`config.mk`:
```
export PLATFORM = sky130hd
export DESIGN_NAME = stack_vm_instruction_executor_core
export DESIGN_NICKNAME = d
export VERILOG_FILES = /design/src/hdl/svm_pkg.sv /design/src/hdl/stack_vm_instruction_executor_core.sv /design/src/hdl/svm_ctrl.sv /design/src/hdl/svm_datapath.sv
export SDC_FILE = /design/constraint.sdc
export NUM_CORES = 2
export LEC_CHECK = 0
export BUFFER_PORTS_ARGS = -buffer_cell sky130_fd_sc_hd__buf_2
export CAP_MARGIN = 40
export CORE_AREA = 2 2 593 595
export CTS_CLUSTER_SIZE = 20
export DETAILED_ROUTE_END_ITERATION = 8
export DIE_AREA = 0 0 595 597
export SYNTH_ARGS = -nofsm -noshare
export SYNTH_HDL_FRONTEND = slang
export SYNTH_SLANG_ARGS = --single-unit
```
`constraint.sdc`:
```
create_clock -name clk -period 10.9 [get_ports clk]
set_input_delay 0.545 -clock clk [delete_from_list [all_inputs] [get_ports clk]]
set_output_delay 0.545 -clock clk [all_outputs]
set_load 0.02 [all_outputs]
```
`src/hdl/svm_pkg.sv`:
```
`timescale 1ns / 1ps
`default_nettype none
// ----------------------------------------------------------------------------
// svm_pkg
// Shared types and constants of the stack machine instruction executor.
// ----------------------------------------------------------------------------
package svm_pkg;

    localparam int VALUE_DEPTH    = 16;
    localparam int RETURN_DEPTH   = 8;
    localparam int VARIABLE_COUNT = 26;
    localparam int WORD_WIDTH     = 32;
    localparam int VP_W  = $clog2(VALUE_DEPTH);
    localparam int VC_W  = $clog2(VALUE_DEPTH + 1);
    localparam int RP_W  = (RETURN_DEPTH > 1) ? $clog2(RETURN_DEPTH) : 1;
    localparam int RC_W  = $clog2(RETURN_DEPTH + 1);
    localparam int VI_W  = (VARIABLE_COUNT > 1) ? $clog2(VARIABLE_COUNT) : 1;
    localparam int DC_W  = $clog2(WORD_WIDTH + 1);

    typedef logic [WORD_WIDTH-1:0] word_t;

    typedef enum logic [4:0] {
        OP_MODE = 5'd0, OP_SET = 5'd1, OP_WAIT = 5'd2, OP_JMP = 5'd3,
        OP_HALT = 5'd4, OP_NOP = 5'd5, OP_PUSH = 5'd6, OP_LOAD = 5'd7,
        OP_SAVE = 5'd8, OP_READ = 5'd9, OP_ADD = 5'd10, OP_SUB = 5'd11,
        OP_MUL = 5'd12, OP_DIV = 5'd13, OP_GT = 5'd14, OP_LT = 5'd15,
        OP_EQ = 5'd16, OP_AND = 5'd17, OP_NOT = 5'd18, OP_ABS = 5'd19,
        OP_JZ = 5'd20, OP_CALL = 5'd21, OP_RET = 5'd22, OP_TONE = 5'd23,
        OP_RPIN = 5'd24, OP_ANGLE = 5'd25, OP_ADC = 5'd26, OP_MOVE = 5'd27,
        OP_CLS_ON = 5'd28, OP_CLASSIFY = 5'd29, OP_RSV30 = 5'd30, OP_RSV31 = 5'd31
    } opcode_t;

    localparam logic [1:0] RS_IDLE = 2'd0, RS_RUN = 2'd1, RS_WAIT = 2'd2, RS_STOP = 2'd3;
    localparam logic [3:0] ACT_NONE = 4'd0, ACT_PIN_MODE = 4'd1, ACT_PIN_WRITE = 4'd2,
        ACT_TONE_ON = 4'd3, ACT_TONE_OFF = 4'd4, ACT_SERVO = 4'd5, ACT_MOVE = 4'd6,
        ACT_STOP = 4'd7, ACT_REPORT = 4'd8;
    localparam logic [1:0] ST_OK = 2'd0, ST_HALT = 2'd1, ST_RET_OVF = 2'd2, ST_UNIMPL = 2'd3;

    typedef enum logic [2:0] {
        C_IDLE, C_POP_Y, C_POP_X, C_MUL, C_DIV, C_EXEC, C_OUT
    } ctl_state_t;

    // controller to datapath
    typedef struct packed {
        logic load;      // capture input word
        logic pop_y;     // pop into y
        logic pop_x;     // pop into x
        logic mul;       // register product
        logic div_start;
        logic div_step;
        logic exec;      // commit instruction, fill result
    } dp_cmd_t;

    // datapath to controller
    typedef struct packed {
        logic two_pop;
        logic one_pop;
        logic is_mul;
        logic is_div;
        logic div_last;
    } dp_status_t;

endpackage
`default_nettype wire

```
`src/hdl/stack_vm_instruction_executor_core.sv`:
```
`timescale 1ns / 1ps
`default_nettype none
// ----------------------------------------------------------------------------
// stack_vm_instruction_executor_core
// Executes one stack machine instruction per input word.
// ----------------------------------------------------------------------------
// One word in, one word out, one instruction at a time. An accepted word
// goes through the pop states, then through a product register for mul or a
// bit-serial restoring divider of one quotient bit per cycle for div, then
// commit and delivery. The next word is taken once the result has been
// delivered.
module stack_vm_instruction_executor_core (
    input  wire logic clk,
    input  wire logic rst_n,
    input  wire logic in_valid,
    output logic in_stall,
    input  wire logic [4:0] kind,
    input  wire logic signed [31:0] operand_a,
    input  wire logic signed [31:0] operand_b,
    input  wire logic signed [31:0] sensed_value,
    input  wire logic model_is_vision,
    output logic out_valid,
    input  wire logic out_stall,
    output logic [15:0] next_pc,
    output logic [1:0] run_state,
    output logic [3:0] action,
    output logic signed [31:0] action_first,
    output logic signed [31:0] action_second,
    output logic [31:0] wait_ms,
    output logic signed [31:0] top_value,
    output logic [1:0] status,
    output logic voice_requested,
    output logic vision_requested
);
    import svm_pkg::*;

    dp_cmd_t cmd;
    dp_status_t stat;

    // sequencer
    svm_ctrl u_ctrl (
        .clk(clk), .rst_n(rst_n), .in_valid(in_valid), .in_stall(in_stall),
        .out_valid(out_valid), .out_stall(out_stall), .cmd(cmd), .stat(stat)
    );

    // datapath
    svm_datapath u_dp (
        .clk(clk), .rst_n(rst_n), .cmd(cmd), .stat(stat),
        .kind(kind), .operand_a(operand_a), .operand_b(operand_b),
        .sensed_value(sensed_value), .model_is_vision(model_is_vision),
        .next_pc(next_pc), .run_state(run_state), .action(action),
        .action_first(action_first), .action_second(action_second),
        .wait_ms(wait_ms), .top_value(top_value), .status(status),
        .voice_requested(voice_requested), .vision_requested(vision_requested)
    );

endmodule
`default_nettype wire

```
`src/hdl/svm_ctrl.sv`:
```
`timescale 1ns / 1ps
`default_nettype none
// ----------------------------------------------------------------------------
// svm_ctrl
// Sequencer: accept a word, pop operands, run mul or divide, commit, deliver.
// ----------------------------------------------------------------------------
module svm_ctrl (
    input  wire logic clk,
    input  wire logic rst_n,
    input  wire logic in_valid,
    output logic in_stall,
    output logic out_valid,
    input  wire logic out_stall,
    output svm_pkg::dp_cmd_t cmd,
    input  wire svm_pkg::dp_status_t stat
);
    import svm_pkg::*;

    ctl_state_t state_reg, state_next;

    // state register
    always_ff @(posedge clk or negedge rst_n)
    begin
        if (!rst_n)
            state_reg <= C_IDLE;
        else
            state_reg <= state_next;
    end

    // next state and commands
    always_comb
    begin
        state_next = state_reg;
        cmd = '0;
        in_stall = 1'b1;
        out_valid = 1'b0;
        case (state_reg)
            C_IDLE:
            begin
                in_stall = 1'b0;
                if (in_valid)
                begin
                    cmd.load = 1'b1;
                    state_next = C_POP_Y;
                end
            end
            C_POP_Y:
            begin
                if (stat.two_pop || stat.one_pop)
                begin
                    cmd.pop_y = 1'b1;
                    state_next = stat.two_pop ? C_POP_X : C_EXEC;
                end
                else
                    state_next = C_EXEC;
            end
            C_POP_X:
            begin
                cmd.pop_x = 1'b1;
                if (stat.is_mul)
                    state_next = C_MUL;
                else if (stat.is_div)
                begin
                    state_next = C_DIV;
                end
                else
                    state_next = C_EXEC;
            end
            C_MUL:
            begin
                cmd.mul = 1'b1;
                state_next = C_EXEC;
            end
            C_DIV:
            begin
                cmd.div_step = 1'b1;
                if (stat.div_last)
                    state_next = C_EXEC;
            end
            C_EXEC:
            begin
                cmd.exec = 1'b1;
                state_next = C_OUT;
            end
            C_OUT:
            begin
                out_valid = 1'b1;
                if (!out_stall)
                    state_next = C_IDLE;
            end
            default: state_next = C_IDLE;
        endcase
        cmd.div_start = (state_reg == C_POP_X) && stat.is_div;
    end

endmodule
`default_nettype wire

```
`src/hdl/svm_datapath.sv`:
```
`timescale 1ns / 1ps
`default_nettype none
// ----------------------------------------------------------------------------
// svm_datapath
// Stacks, variables, pc, bit-serial divider and result registers.
// ----------------------------------------------------------------------------
module svm_datapath (
    input  wire logic clk,
    input  wire logic rst_n,
    input  wire svm_pkg::dp_cmd_t cmd,
    output svm_pkg::dp_status_t stat,
    input  wire logic [4:0] kind,
    input  wire logic signed [31:0] operand_a,
    input  wire logic signed [31:0] operand_b,
    input  wire logic signed [31:0] sensed_value,
    input  wire logic model_is_vision,
    output logic [15:0] next_pc,
    output logic [1:0] run_state,
    output logic [3:0] action,
    output logic signed [31:0] action_first,
    output logic signed [31:0] action_second,
    output logic [31:0] wait_ms,
    output logic signed [31:0] top_value,
    output logic [1:0] status,
    output logic voice_requested,
    output logic vision_requested
);
    import svm_pkg::*;

    // captured input word
    opcode_t op_reg;
    logic [31:0] a_reg, b_reg, s_reg;
    logic vis_reg;

    // machine state
    logic [15:0] pc_reg;
    logic [VC_W-1:0] vcnt_reg;
    logic [RC_W-1:0] rcnt_reg;
    logic [1:0] ms_reg;
    logic voice_reg, vision_reg;
    word_t vstore [VALUE_DEPTH];
    logic [15:0] rstore [RETURN_DEPTH];
    word_t vars_reg [VARIABLE_COUNT];
    word_t top_reg;

    // operands and units
    word_t x_reg, y_reg, prod_reg;
    word_t dq_reg, dr_reg, dd_reg;
    logic [DC_W-1:0] dcnt_reg;
    logic dneg_reg;

    // command decode
    always_comb
    begin
        stat.two_pop = (op_reg inside {[OP_ADD:OP_AND]});
        stat.one_pop = (op_reg inside {OP_NOT, OP_ABS, OP_JZ, OP_SAVE});
        stat.is_mul = (op_reg == OP_MUL);
        stat.is_div = (op_reg == OP_DIV);
        stat.div_last = (dcnt_reg == DC_W'(1));
    end

    // pop read
    logic vempty;
    word_t pop_val;
    logic [VP_W-1:0] pop_idx;
    assign vempty = (vcnt_reg == '0);
    assign pop_idx = VP_W'(vcnt_reg - VC_W'(1));
    assign pop_val = vempty ? '0 : vstore[pop_idx];

    // sign-extended input operands
    word_t wa, ws;
    assign wa = WORD_WIDTH'(signed'(a_reg));
    assign ws = WORD_WIDTH'(signed'(s_reg));
    logic idx_ok;
    assign idx_ok = !a_reg[31] && (a_reg < 32'(VARIABLE_COUNT));
    logic [VI_W-1:0] vidx;
    assign vidx = VI_W'(a_reg);

    // divider remainder step
    word_t ay;
    assign ay = y_reg[WORD_WIDTH-1] ? (-y_reg) : y_reg;
    logic [WORD_WIDTH:0] dtrial;
    assign dtrial = {dr_reg, dq_reg[WORD_WIDTH-1]} - {1'b0, dd_reg};

    // execute: push value and control
    logic do_push;
    word_t push_val;
    logic [15:0] pc_inc, pc_new;
    logic [1:0] ms_new, st_new;
    logic [3:0] act_new;
    word_t f_new, s_new_arg;
    logic [31:0] w_new;
    logic rpush, rpop;
    always_comb
    begin
        pc_inc = pc_reg + 16'd1;
        pc_new = pc_inc;
        do_push = 1'b0;
        push_val = '0;
        ms_new = ms_reg;
        st_new = ST_OK;
        act_new = ACT_NONE;
        f_new = '0;
        s_new_arg = '0;
        w_new = '0;
        rpush = 1'b0;
        rpop = 1'b0;
        case (op_reg)
            OP_MODE: begin act_new = ACT_PIN_MODE; f_new = a_reg; s_new_arg = b_reg; end
            OP_SET:
            begin
                act_new = ACT_PIN_WRITE; f_new = a_reg;
                s_new_arg = {31'd0, (b_reg != 32'd0)};
            end
            OP_WAIT: begin w_new = a_reg; ms_new = RS_WAIT; end
            OP_JMP: pc_new = a_reg[15:0];
            OP_HALT: begin ms_new = RS_STOP; act_new = ACT_STOP; st_new = ST_HALT; end
            OP_NOP: ;
            OP_PUSH: begin do_push = 1'b1; push_val = wa; end
            OP_LOAD: begin do_push = 1'b1; push_val = idx_ok ? vars_reg[vidx] : '0; end
            OP_SAVE: ;
            OP_READ, OP_ADC: begin do_push = 1'b1; push_val = ws; end
            OP_ADD: begin do_push = 1'b1; push_val = x_reg + y_reg; end
            OP_SUB: begin do_push = 1'b1; push_val = x_reg - y_reg; end
            OP_MUL: begin do_push = 1'b1; push_val = prod_reg; end
            OP_DIV: begin do_push = 1'b1; push_val = dneg_reg ? -dq_reg : dq_reg; end
            OP_GT:
            begin
                do_push = 1'b1;
                push_val = WORD_WIDTH'($signed(y_reg) < $signed(x_reg));
            end
            OP_LT:
            begin
                do_push = 1'b1;
                push_val = WORD_WIDTH'($signed(x_reg) < $signed(y_reg));
            end
            OP_EQ: begin do_push = 1'b1; push_val = WORD_WIDTH'(x_reg == y_reg); end
            OP_AND:
            begin
                do_push = 1'b1;
                push_val = WORD_WIDTH'((x_reg != '0) && (y_reg != '0));
            end
            OP_NOT: begin do_push = 1'b1; push_val = WORD_WIDTH'(y_reg == '0); end
            OP_ABS: begin do_push = 1'b1; push_val = ay; end
            OP_JZ: if (y_reg == '0) pc_new = a_reg[15:0];
            OP_CALL:
            begin
                if (rcnt_reg < RC_W'(RETURN_DEPTH))
                begin
                    rpush = 1'b1;
                    pc_new = a_reg[15:0];
                end
                else
                begin
                    ms_new = RS_STOP; act_new = ACT_STOP; st_new = ST_RET_OVF;
                end
            end
            OP_RET:
            begin
                if (rcnt_reg != '0)
                begin
                    rpop = 1'b1;
                    pc_new = rstore[RP_W'(rcnt_reg - RC_W'(1))];
                end
            end
            OP_TONE:
            begin
                f_new = a_reg;
                if (b_reg != 32'd0 && !b_reg[31])
                begin
                    act_new = ACT_TONE_ON; s_new_arg = b_reg;
                end
                else
                    act_new = ACT_TONE_OFF;
            end
            OP_RPIN: begin act_new = ACT_REPORT; f_new = a_reg; s_new_arg = s_reg; end
            OP_ANGLE: begin act_new = ACT_SERVO; f_new = a_reg; s_new_arg = b_reg; end
            OP_MOVE: begin act_new = ACT_MOVE; f_new = a_reg; s_new_arg = b_reg; end
            OP_CLS_ON: ;
            OP_CLASSIFY: begin do_push = 1'b1; push_val = ws; end
            default: st_new = ST_UNIMPL;
        endcase
    end

    // control registers
    always_ff @(posedge clk or negedge rst_n)
    begin
        if (!rst_n)
        begin
            pc_reg <= '0;
            vcnt_reg <= '0;
            rcnt_reg <= '0;
            ms_reg <= RS_IDLE;
            voice_reg <= 1'b0;
            vision_reg <= 1'b0;
            for (int i = 0; i < VARIABLE_COUNT; i++)
                vars_reg[i] <= '0;
        end
        else
        begin
            if (cmd.pop_y || cmd.pop_x)
                if (!vempty)
                    vcnt_reg <= vcnt_reg - VC_W'(1);
            if (cmd.exec)
            begin
                pc_reg <= pc_new;
                ms_reg <= ms_new;
                if (do_push && vcnt_reg < VC_W'(VALUE_DEPTH))
                    vcnt_reg <= vcnt_reg + VC_W'(1);
                if (rpush)
                    rcnt_reg <= rcnt_reg + RC_W'(1);
                if (rpop)
                    rcnt_reg <= rcnt_reg - RC_W'(1);
                if (op_reg == OP_SAVE && idx_ok)
                    vars_reg[vidx] <= y_reg;
                if (op_reg == OP_CLS_ON || op_reg == OP_CLASSIFY)
                begin
                    if (vis_reg)
                        vision_reg <= 1'b1;
                    else
                        voice_reg <= 1'b1;
                end
            end
        end
    end

    // stacks, operands, divider, results
    always_ff @(posedge clk)
    begin
        if (cmd.load)
        begin
            op_reg <= opcode_t'(kind);
            a_reg <= operand_a;
            b_reg <= operand_b;
            s_reg <= sensed_value;
            vis_reg <= model_is_vision;
        end
        if (cmd.pop_y)
            y_reg <= pop_val;
        if (cmd.pop_x)
            x_reg <= pop_val;
        if (cmd.mul)
            prod_reg <= x_reg * y_reg;
        if (cmd.div_start)
        begin
            // x is being popped this cycle
            dq_reg <= pop_val[WORD_WIDTH-1] ? -pop_val : pop_val;
            dr_reg <= '0;
            dd_reg <= ay;
            dcnt_reg <= DC_W'(WORD_WIDTH);
            dneg_reg <= pop_val[WORD_WIDTH-1] ^ y_reg[WORD_WIDTH-1];
        end
        else if (cmd.div_step)
        begin
            dcnt_reg <= dcnt_reg - DC_W'(1);
            if (dd_reg == '0)
            begin
                dq_reg <= '0;
                dr_reg <= '0;
            end
            else if (!dtrial[WORD_WIDTH])
            begin
                dr_reg <= dtrial[WORD_WIDTH-1:0];
                dq_reg <= {dq_reg[WORD_WIDTH-2:0], 1'b1};
            end
            else
            begin
                dr_reg <= {dr_reg[WORD_WIDTH-2:0], dq_reg[WORD_WIDTH-1]};
                dq_reg <= {dq_reg[WORD_WIDTH-2:0], 1'b0};
            end
        end
        if (cmd.exec)
        begin
            if (do_push && vcnt_reg < VC_W'(VALUE_DEPTH))
            begin
                vstore[VP_W'(vcnt_reg)] <= push_val;
                top_reg <= push_val;
            end
            else
                top_reg <= vempty ? '0 : vstore[pop_idx];
            if (rpush)
                rstore[RP_W'(rcnt_reg)] <= pc_inc;
            next_pc <= pc_new;
            run_state <= ms_new;
            action <= act_new;
            action_first <= f_new[31:0];
            action_second <= s_new_arg[31:0];
            wait_ms <= w_new;
            status <= st_new;
        end
    end

    // flags and top of stack
    always_comb
    begin
        voice_requested = voice_reg;
        vision_requested = vision_reg;
        top_value = top_reg[31:0];
    end

endmodule
`default_nettype wire
```
# Word-level counts from Yosys, hierarchy flattened
# Memory sizes are Yosys's and may differ from the RTL's.
# Cells that the tools add are included.
# op_classes
n_lt_le_gt_ge	9
n_bitwise	3
mul	1
n_reduce_logical	35
muxes	67
n_eq_ne	40
n_div	0
n_addsub	12
n_shift	0
# ops
op	n
$bwmux W832	1
$mux W32	15
$pmux W32 S13	1
$bmux W32 S5	1
$demux W32 S5	1
$pmux W32 S4	1
$neg A32 Y32	3
$reduce_bool A32 Y1	3
$eq A5 B5 Y1 const B	14
$logic_not A32 Y1	2
$lt A32 B32 Y1	2
$pmux W16 S4	1
$mux W16	3
$eq A5 B4 Y1 const B	8
$sub A33 B32 Y33	1
$add A32 B32 Y32	1
$eq A32 B32 Y1	1
$lt A32 B5 Y1 const B	1
$mul A32 B32 Y32	1
$pmux W4 S8	1
$sub A32 B32 Y32	1
$reduce_or A28 Y1	1
$mux W3	8
$mux W1	23
40 further kinds	72
# word_totals
ff_bits	1317
latch_bits	0
out_inout_bits	156
ramBits	640
inputBits	106
mem_count	2
mem_bits_ro	0
# memory_table
name	words	width	read_ports	rd_clocked_by_memory_dff	wr	line_no	source
u_dp.vstore	16	32	1	0	1	svm_datapath.sv:41	word_t vstore [VALUE_DEPTH];
u_dp.rstore	8	16	1	0	1	svm_datapath.sv:42	logic [15:0] rstore [RETURN_DEPTH];

# Depth between registers and ports, before layout
# depth
depth_word	9
ltp_mapped	29
ltp_nobuf	27

# By module
# From an unflattened synthesis, not the netlist that was laid out.
# unflattened
cells_unflattened	8616
area_unflattened_um2	102907.4
# modules_own_cells
module	cells_per_inst	area_per_inst_um2	instances
svm_datapath	8578	102617.2	1
svm_ctrl	38	290.3	1

# Worst setup path after synthesis
# Ideal clock, no wire load.
# synth_timing
path_kind	register to register
start	reg u_dp.y_reg[2]
end	reg u_dp.prod_reg[31] (data pin)
stages_incl_launch_ff	25
synth_period_minus_slack_ns	7.726
setup_ns	0.260
t_arrival_ns	7.466
path_slack_ns	3.174
cell_sequence	edfxtp_1 clkbuf_1 clkinv_1 clkbuf_1 nor2_1 fa_1 inv_1 fa_1 fa_1 fa_1 inv_1 fa_1 ha_1 fa_1 fa_1 ha_1 a211o_1 a2111oi_1 a211oi_1 o31ai_1 o21ai_0 or3_1 a31o_2 a21oi_1 xnor2_1
# synth_via
elab_chain_cells	1
# synth_rtl
element	line_no	source
start: declaration	svm_datapath.sv:47	word_t x_reg, y_reg, prod_reg;
start signal: assignment	svm_datapath.sv:239	y_reg <= pop_val;
$mul A32 B32 Y32	svm_datapath.sv:243	prod_reg <= x_reg * y_reg;
end signal: assignment	svm_datapath.sv:243	
end: declaration	svm_datapath.sv:47	
# Every way passes these cells.
# A chain may end at the register's enable or synchronous reset.

# Worst setup path after layout
# layout_timing
start	reg u_dp.y_reg[6]
end	reg u_dp.prod_reg[31] (data pin)
# Same word-level chain as after synthesis.

==> results.json <==
{
  "status": "complete, no violations",
  "place_hpwl_um": 268300,
  "grt_pass1_vias": 72010,
  "yosysUniqueCellTypes": 103,
  "fmax_mhz": 105.8,
  "port_buffers": 261,
  "worst_slew_pin_slew_ns": 1.075,
  "syn_area_per_cell_um2": 13.06,
  "r2r-end": "u_dp.prod_reg[31]",
  "met3_usage": 0.03771,
  "crit_top_cell": "fa_1",
  "gr-total-overflow": 0,
  "synthCells": 7979,
  "largest_reg_flops": 832,
  "vias": 70730,
  "insertion_delay_ns": 0.97,
  "tns_ns": 0,
  "cts-buffers-inserted": 222,
  "synthMuxAreaShare": 0.1648,
  "grt-busiest-layer": "met2",
  "syn-num-nets": 8758,
  "min_path_type": "in -> reg",
  "grt_pass1_wl_um": 544800,
  "synth_top_family_by_area": "multiplexers",
  "drive_gt1_frac": 0.2394,
  "max-slew-margin-rel": 0.2835,
  "syn_area_um2": 104200,
  "use_met1": 0.2818,
  "final_area_um2": 120800,
  "reg2reg_from": "u_dp.y_reg[6]",
  "ys_seq_area_frac": 0.5189,
  "ioPinCount": 262,
  "synth_compound_area_frac": 0.07042,
  "wl_per_cell_um": 29.34,
  "yosys_warnings": 0,
  "crit_buf_inv": 3,
  "post-route-drc-count": 0,
  "via_per_inst": 5.382,
  "use_met2": 0.3315,
  "fill_cells": 33900,
  "cts_tree": "done",
  "die_area_um2": 355200,
  "firstDrtPassIters": 8,
  "die-width_um": 595,
  "yosys.area_share.simple": 0.07255,
  "htree_levels": 4,
  "drt-total-wl_um": 385500,
  "rows": 217,
  "ys_ff_latch": 1957,
  "core_area_um2": 348600,
  "min_from": "operand_a[12]",
  "synthAdderAreaFrac": 0.1104,
  "async_reset_ff_frac": 0.4415,
  "hold_viol_final": 0,
  "clock_skew_ns": 0.1487,
  "ant_nets": 0,
  "synth_ff_type": "edfxtp_1",
  "rrSetupSlack_ns": 1.45,
  "period_share": 0.8672,
  "grt_usage": 0.2128,
  "first_iter_violations": 8158,
  "cp_data_required_time_ns": 11.61,
  "slowest_stage": "edfxtp_1",
  "cts.sinks": 1957,
  "clock-root-buffer": "clkbuf_16",
  "yosys.area_share.xor_xnor": 0.01949,
  "nets": 9117,
  "setup_viol": 0,
  "criticalPathCategory": "reg -> reg",
  "timing.max_cap.violations": 0,
  "crit_chain": "clkinv_1, nor2_1, fa_1, fa_1, fa_1, inv_1, fa_1, inv_1, fa_1, ha_1, fa_1, fa_1, ha_1, a211o_1, a2111oi_1, a211oi_1, o31ai_1, o21ai_0, or3_1, a31o_2, a21oi_1, xnor2_1",
  "cpLargestDelayFamily": "adder cells",
  "hold_end": "u_dp.a_reg[12]",
  "period_minus_slack_ns": 9.453,
  "dpl_cell_area_um2": 112200,
  "start_util": 0.2989,
  "place_congestion": 0.9957,
  "worstSetupStartpointType": "register",
  "grt_max_degree": 187,
  "fin_util": 0.3465,
  "rsz0062_at_grt": "no",
  "rr_worst_depth": 22,
  "area_growth_syn_to_layout_pct": 15.92,
  "synth_edf_count": 1055,
  "hold_path_depth": 2,
  "clockBufferDepth": 4,
  "maxSlewViolCount": 0,
  "crit_path_end_kind": "register",
  "cp_max_fo": 22,
  "ctsResizeCount": 0,
  "die_h_um": 597,
  "antenna_found_initial": 33,
  "cpPeakStageDelay_ns": 0.91,
  "crit_arrival_ns": 10.16,
  "path_clk_slew_ns": 0.07
}
[synthesized netlist by cell type, drive strengths merged (18+ instances only)]
library cell	number	area [µm²]
ha	262	3278
nor3	46	235.2
o211ai	26	210.2
or4	19	146.4
mux2	654	7365
or3	35	219.0
fa	411	8228
a21o	49	367.9
nand2	790	2965
mux4	352	7976
dfrtp	864	21620
a21oi	170	850.8
mux2i	183	1832
or2	19	118.9
edfxtp	1055	31680
a211oi	44	345.3
clkinv	18	67.56
a22o	36	315.3
and2	75	469.2
nor2b	38	245.2
buf	137	839.5
o31ai	40	332.8
nand3	64	320.3
o22ai	21	137.6
o221ai	35	306.5
xnor2	160	1401
a221o	31	310.3
inv	558	2095
dfxtp	38	760.7
a31oi	23	143.9
o21a	22	165.2
o21ai	413	2067
clkbuf	403	1516
and3	20	125.1
a222oi	28	280.3
nand2b	33	206.5
xor2	71	629.4
nand4	33	206.5
nor2	435	1638
a22oi	49	367.9
nor4	53	344.1
[cell families after synthesis]
group | Yosys count
flops | 1957
simple gates | 1696
mux | 1189
buf+inv | 1117
compound gates | 1116
fa+ha+maj | 673
xor+xnor | 231
[per-layer routing]
layer  share of wire  vias up
li1                -    29380
met5         0.00013        -
met2            0.45     3388
met1            0.41    37170
met4           0.062        8
met3           0.080      778
[through the flow]
step	cells	hold WS, ns	worst slack, ns
after floorplan	7979	0.2494	3.174
after global placement	12550	0.4334	1.537
after detailed placement	12610	0.4420	1.542
after CTS	13120	0.2539	1.591
after global routing	13130	0.2891	1.101
final	13140	0.3187	1.447
[timing repair]
item,in CTS,in global routing
buffers inserted,0,0
hold buffers,105,0
endpoints found under the hold margin,211,0
[worst max-delay path by stage]
stage	start	slack, ns	to	cells past startpoint
2_1_floorplan	u_dp.y_reg[2]	3.17	u_dp.prod_reg[31]	24
3_3_place_gp	u_dp.y_reg[6]	1.54	u_dp.prod_reg[31]	22
3_5_place_dp	u_dp.y_reg[6]	1.54	u_dp.prod_reg[31]	22
4_1_cts	u_dp.y_reg[6]	1.59	u_dp.prod_reg[31]	22
5_1_grt	u_dp.y_reg[6]	1.10	u_dp.prod_reg[31]	22
6_report	u_dp.y_reg[6]	1.45	u_dp.prod_reg[31]	22
[cells in the final DEF, fill, tap and decap left out, types with 38 or more instances in the layout]
master / Yosys / routed
a211oi_1: 41 / 41
a21o_1: 49 / 49
a21oi_1: 170 / 169
a22oi_1: 49 / 49
and2_1: 75 / 75
buf_2: 76 / 268
buf_4: 13 / 255
clkbuf_1: 402 / 41
clkbuf_16: 0 / 227
clkinv_1: 18 / 41
clkinv_2: 0 / 39
dfrtp_1: 864 / 862
dfxtp_1: 38 / 38
dlygate4sd3_1: 0 / 105
edfxtp_1: 1055 / 1055
fa_1: 411 / 411
ha_1: 262 / 261
inv_1: 555 / 554
mux2_2: 654 / 654
mux2i_1: 183 / 182
mux4_2: 339 / 339
nand2_1: 790 / 789
nand3_1: 64 / 62
nor2_1: 433 / 400
nor4_1: 51 / 49
o21ai_0: 406 / 399
xnor2_1: 160 / 159
xor2_1: 70 / 69
[cell type report]
type	instances	area [µm²]	area share
Clock buffer	289	6123	0.05070
Multi-Input combinational cell	4905	46060	0.3813
Clock inverter	120	1326	0.01098
Inverter	576	2170	0.01796
Timing Repair Buffer	676	5235	0.04334
Sequential cell	1957	54070	0.4476
Antenna cell	19	47.55	0.0003937
Tap cell	4599	5754	0.04764
Power is left out: the tool's default activity adds up to more than one toggle a clock period on the data nets, which glitch-free logic cannot reach.
